File: config.mk
export PLATFORM = sky130hd
export DESIGN_NAME = lei_ctrl
export DESIGN_NICKNAME = d
export VERILOG_FILES = /design/src/sv/lorenz_euler_integrator_assert.svh /design/src/sv/lei_pkg.sv /design/src/sv/lei_ctrl.sv
export SDC_FILE = /design/constraint.sdc
export NUM_CORES = 1
export LEC_CHECK = 0
export CAP_MARGIN = 20
export CORE_MARGIN = 1
export CORE_UTILIZATION = 30
export DETAILED_ROUTE_END_ITERATION = 6
export DONT_BUFFER_PORTS = 1
export PLACE_DENSITY = 0.51
export REMOVE_ABC_BUFFERS = 1
export SYNTH_ARGS = -nofsm -noshare
export SYNTH_HDL_FRONTEND = slang
export SYNTH_SLANG_ARGS = --single-unit
File: constraint.sdc
create_clock -name clk -period 2.8 [get_ports clk]
set_input_delay 0.28 -clock clk [delete_from_list [all_inputs] [get_ports clk]]
set_output_delay 0.28 -clock clk [all_outputs]
set_load 0.01 [all_outputs]
File: src/sv/lorenz_euler_integrator_assert.svh
// assertion macros for the lorenz euler integrator
// included by the top level; depends on nothing
`ifndef LORENZ_EULER_INTEGRATOR_ASSERT_SVH
`define LORENZ_EULER_INTEGRATOR_ASSERT_SVH

// same-cycle implication, checked outside reset
`define LEI_ASSERT_IMPL(label, clk, rst_n, ante, cons) \
	label: assert property (@(posedge clk) disable iff (!rst_n) (ante) |-> (cons)) \
		else $error("lei assertion failed");

// next-cycle implication, checked outside reset
`define LEI_ASSERT_NEXT(label, clk, rst_n, ante, cons) \
	label: assert property (@(posedge clk) disable iff (!rst_n) (ante) |=> (cons)) \
		else $error("lei assertion failed");

`endif

File: src/sv/lei_pkg.sv
// shared types and constants of the lorenz euler integrator
// no dependencies
package lei_pkg;

	// product sequence, one code per multiplication of a step
	typedef logic [3:0] op_t;
	localparam op_t OP_DX = 4'd0;	// sigma * (y - x)
	localparam op_t OP_RZ = 4'd1;	// x * (rho - z)
	localparam op_t OP_XY = 4'd2;	// x * y
	localparam op_t OP_BZ = 4'd3;	// beta * z
	localparam op_t OP_NX = 4'd4;	// dt * dx
	localparam op_t OP_NY = 4'd5;	// dt * dy
	localparam op_t OP_NZ = 4'd6;	// dt * dz
	localparam op_t OP_OX = 4'd7;	// new x * scale
	localparam op_t OP_OY = 4'd8;	// new y * scale
	localparam op_t OP_OZ = 4'd9;	// new z * scale
	localparam op_t OP_LAST = OP_OZ;

	// register indexes
	localparam int CFG_INDEX_W = 3;
	localparam logic [CFG_INDEX_W-1:0] REG_SIGMA = 3'd0;
	localparam logic [CFG_INDEX_W-1:0] REG_BETA  = 3'd1;
	localparam logic [CFG_INDEX_W-1:0] REG_RHO   = 3'd2;
	localparam logic [CFG_INDEX_W-1:0] REG_DT    = 3'd3;
	localparam logic [CFG_INDEX_W-1:0] REG_SCALE = 3'd4;
	localparam logic [CFG_INDEX_W-1:0] REG_COUNT = 3'd5;

	localparam int STEP_COUNT_W = 21;
	localparam logic [STEP_COUNT_W-1:0] STEP_COUNT_RST = 21'd50000;

	// reset coefficients as ratios of integers, rounded to nearest
	localparam int SIGMA_RST_INT = 10;
	localparam int RHO_RST_INT   = 28;
	localparam int BETA_RST_NUM  = 26666;
	localparam int BETA_RST_DEN  = 10000;
	localparam int DT_RST_DEN    = 1000;
	localparam int SCALE_RST_NUM = 4;
	localparam int SCALE_RST_DEN = 100;

	// multiplier splits magnitudes into halves of this width
	localparam int MUL_HALF = 32;

	typedef struct packed {
		logic load;		// transaction accepted, apply restart
		logic mul_start;	// launch product for op
		op_t  op;
		logic wb;		// product ready, store for wb_op
		op_t  wb_op;
		logic commit;		// move result to output register, update state
	} lei_cmd_t;

	typedef struct packed {
		logic mul_busy;
		logic mul_done;
		logic out_free;
	} lei_status_t;

endpackage

File: src/sv/lei_ctrl.sv
// controller of the lorenz euler integrator: sequences the ten products of a step
// depends on lei_pkg
module lei_ctrl (
	input  logic                 clk,
	input  logic                 arst_n,
	input  logic                 in_valid,
	output logic                 in_ready,
	output lei_pkg::lei_cmd_t    cmd,
	input  lei_pkg::lei_status_t status
);
	import lei_pkg::*;

	localparam logic [1:0] ST_IDLE  = 2'd0;
	localparam logic [1:0] ST_START = 2'd1;
	localparam logic [1:0] ST_WAIT  = 2'd2;
	localparam logic [1:0] ST_DONE  = 2'd3;

	logic [1:0] state_q, state_d;
	op_t op_q, op_d;

	always_comb begin
		state_d = state_q;
		op_d = op_q;
		in_ready = 1'b0;
		cmd = '0;
		cmd.op = op_q;
		cmd.wb_op = op_q;
		case (state_q)
			ST_IDLE: begin
				in_ready = 1'b1;
				if (in_valid) begin
					cmd.load = 1'b1;
					op_d = OP_DX;
					state_d = ST_START;
				end
			end
			ST_START: begin
				cmd.mul_start = 1'b1;
				state_d = ST_WAIT;
			end
			ST_WAIT: begin
				if (status.mul_done) begin
					cmd.wb = 1'b1;
					if (op_q == OP_LAST) begin
						state_d = ST_DONE;
					end else begin
						// next product launches as this one is stored
						op_d = op_q + op_t'(1);
						cmd.op = op_d;
						cmd.mul_start = 1'b1;
					end
				end
			end
			ST_DONE: begin
				if (status.out_free) begin
					cmd.commit = 1'b1;
					state_d = ST_IDLE;
				end
			end
			default: state_d = ST_IDLE;
		endcase
	end

	always_ff @(posedge clk or negedge arst_n) begin
		if (!arst_n) begin
			state_q <= ST_IDLE;
			op_q <= OP_DX;
		end else begin
			state_q <= state_d;
			op_q <= op_d;
		end
	end

endmodule

* Word level (Yosys, flattened, before mapping)
Cells that the tools add are included.
** Operators by class
- Muxes and demuxes :: 18
- Add/subtract/negate cells :: 1
- Reductions and logical operators :: 4
- Eq/ne operators :: 9
** Operators by type and width (count)
- $mux 4 :: 3
- $mux 5 :: 2
- $ne 2x2->1 const B :: 5
- $mux 2 :: 4
- $pmux 2 s4 :: 1
- $pmux 4 s2 :: 1
- $reduce_and 4->1 :: 2
- $mux 6 :: 1
- $mux 1 :: 5
- $add 4x1->4 const B :: 1
- $eq 2x2->1 const B :: 2
- $eq 4x4->1 const B :: 1
- $eq 2x1->1 const B :: 1
- $logic_not 2->1 :: 1
- $pmux 1 s2 :: 1
- $reduce_bool 2->1 :: 1
** Word-level totals
- Word-level logic and storage cells :: 34
- Input port bits :: 6
- Register bits after elaboration :: 6
- Output and inout port bits :: 13

* Longest topological paths before layout
- Word-level depth :: 4
- Depth in mapped cells :: 6
- Gate-level depth less buffers :: 6

* Worst setup path after synthesis
No wires, ideal clock.
- Kind :: register -> output
- Start :: register op_q[0]
- End :: output port cmd[7] (netlist bit)
- Stages on the path, launching flop included :: 5
- Data required time :: 2520 ps
- Buffers on the path :: 0
- Arrival time :: 1407 ps
- Setup slack :: 1113 ps
- Cell sequence :: dfrtp_1 > ha_1 > and3b_1 > nor2_1 > mux2i_1
** RTL lines
- start: declaration :: line lei_ctrl.sv:19 : op_t op_q, op_d;
- start signal: assignment :: line lei_ctrl.sv:70 : op_q <= op_d;
- end: declaration :: line lei_ctrl.sv:8 : output lei_pkg::lei_cmd_t cmd,

==> reports/metrics.yaml <==
status: "finished clean"
async_reset_ff_frac: 1.00
h-tree-depth: 1
cp.depth: 5
wl_per_cell_um: 12.6
path_clk_slew_ns: 0.04
endpoint: "cmd[7]"
yosysUniqueCellTypes: 28
intPower_w: 0.000292
nets: 70
core_area_um2: 1510
via_per_inst: 5.42
p_seq_frac: 0.318
yosysTopAreaCell: "dfrtp_1"
regToRegStartpoint: "state_q[0]$_DFFE_PN0P_"
grt_setup_unrepaired: "no"
cp-startpoint: "op_q[1]$_DFFE_PN0P_"
p_clk_frac: 0.138
power.total_w: 0.000539
required_ns: 2.52
grt_pass1_vias: 356
p_leak_nw: 0.242
cts_num_sinks: 6
syn_area_um2: 485
fp.dieW_um: 42.2
worstPathArrival_ns: 1.81
grt_max_degree: 8
cts_root_buf: "clkbuf_4"
die_h_um: 42.2
postSynthAreaPerCell_um2: 9.34
drt_iter0_markers: 4
dp_hpwl_um: 759
hold_path.class: "in2async"
synth_top_area_frac: 0.309
seq_area_frac_synth: 0.309
finalHoldViolCount: 0
cp_slowest_stage_delay_ns: 0.44
startpoint_type: "flop"
io-pin-count: 19
critPathKind: "reg2out"
grt_usage: 0.109
numCtsBuffers: 3
routed_wl_um: 909
drive_above_1_share: 0.0893
ys_seq_elements: 6
peakVddDrop_mv: 0.261
place_area_um2: 505
syn_inst: 52
vias: 390
comb_power_share: 0.545
maxCapViolCount: 0
netSwitchingFraction: 0.459
grt_pass1_wl_um: 1480
final_cell_mix: "inv_1, ha_1, dfrtp_1"
worstMarginPinSlew_ns: 0.468
start_util: 0.322
end_kind: "primary output"
fin_worst_skew_ns: 0.00129
area_growth_pct: 10.8
cts_tree: "built"
fin_crit_sh: 0.745
rows: 14
drc_errors: 0
dr.pass1.iters: 4
synth_ff_type: "dfrtp_1"
finalSetupTns_ns: 0
clk_path_buf_depth: 2
path_delay_family: "simple AND/OR/NAND/NOR gates"
ant_nets: 0
reg2reg_slack_ns: 1.04
utilization: 0.357
cellPowerDensity_nw_per_um2: 1000
final_cell_area_um2: 538
relSlewSlack: 0.686
slew_viol_final: 0
clk-insertion-delay-late_ns: 0.23
timing.rr.end: "state_q[1]$_DFFE_PN0P_"
layout_min_cycle_time_ns: 2.09
fillCellCount: 160
synthTopCellsByArea: "dfrtp_1, ha_1, mux2i_1"
setup_viol: 0
antenna_found_initial: 0
crit_chain: "inv_1 > ha_1 > and3b_1 > nor2_1 > mux2i_1"
cp_max_fo: 4
mostFrequentLayoutCell: "inv_1"
num_antenna_cells: 0
cp_slowest_cell: "dfrtp_1"
post_cts_buffers: 0
port_buffers: 0
synth-edff-count: 0
design.die.area_um2: 1780
clock.fmax_mhz: 480
grt-ovfl-total: 0
yosysWarnings: 0
gp_congestion: 0.811
ff2ff_path_depth: 5
power.switching_w: 0.000247
path_buf_inv: 1
## cells by family after synthesis
kind of cell | after synthesis | share of synthesized area
compound gates | 9 | 0.137
xor+xnor | 2 | 0.0361
fa+ha+maj | 6 | 0.155
buf+inv | 7 | 0.0541
flops | 6 | 0.309
mux | 4 | 0.0851
simple gates | 18 | 0.224
## final cells by class
class,instances,area [um^2],area share
sequential,6,150,0.279
clock buffer,3,22.5,0.0419
inverter,7,26.3,0.0488
timing repair buffer,1,10.0,0.0186
tap,16,20.0,0.0372
multi-input combinational,39,309,0.574
## synthesized netlist by cell type, drive strengths merged (2+ instances only)
library cell and number:
inv 7, dfrtp 6, ha 6, mux2i 3, nand3 3, a211oi 2
and2 2, nand2 2, nor2 2, nor2b 2
## worst reg2reg max path: cells and delay by family (launching register included)
kind | cells | cell delay (ns)
buffers and inverters | 1 | 0.08
multiplexers | 1 | 0.38
adder cells (fa/ha/maj) | 1 | 0.30
flip-flops | 1 | 0.39
AO/OA/AOI/OAI | 1 | 0.29
AND/OR/NAND/NOR | 1 | 0.21
## flip-flops by register name, indices dropped and copies added, names as in the netlist
name,flops
op_q,4
state_q,2
## power groups by stage
stage	sequential, W	clock, W	combinational [W]
after CTS	0.000172	0.0000793	0.000298
after detailed placement	0.000174	0	0.000294
final	0.000171	0.0000741	0.000294
after floorplan	0.000163	0	0.000248
after global routing	0.000177	0.0000863	0.000329
after global placement	0.000173	0	0.000295
## how the worst min path moves through the flow
stage                       from             endpoint  slack (ns)  cells past startpoint
final                     arst_n  op_q[0]$_DFFE_PN0P_        0.36                      1
after global routing      arst_n  op_q[2]$_DFFE_PN0P_        0.37                      1
after CTS                 arst_n  op_q[3]$_DFFE_PN0P_        0.36                      1
after detailed placement  arst_n  op_q[3]$_DFFE_PN0P_       -0.02                      0
after global placement    arst_n  op_q[3]$_DFFE_PN0P_       -0.02                      0
after floorplan           arst_n  op_q[0]$_DFFE_PN0P_       -0.02                      0
## routing by layer
| metal | wire [um] | global-route usage | vias to the layer above |
|---|---|---|---|
| li1 | - | - | 199 |
| met1 | 413 | 0.129 | 183 |
| met2 | 443 | 0.169 | 8 |
| met3 | 52 | 0.0302 | 0 |
| met4 | 0 | 0.0750 | 0 |
| met5 | 0 | 0 | - |
## repair_timing
action | 4_1_cts | 5_1_grt
gates resized for setup | 0 | 0
hold buffers | 1 | 0
setup endpoints to repair | 0 | 0
endpoints found under the hold margin | 6 | 0
## metrics by stage
stage | setup slack (ns) | hold WS [ns] | std cells
6_report | 0.715 | 0.358 | 72
5_1_grt | 0.566 | 0.370 | 72
4_1_cts | 0.667 | 0.356 | 72
3_5_place_dp | 0.923 | -0.0155 | 68
3_3_place_gp | 0.925 | -0.0155 | 68
2_1_floorplan | 1.11 | -0.0156 | 52
No activity file was read; power rests on OpenSTA's default activity.
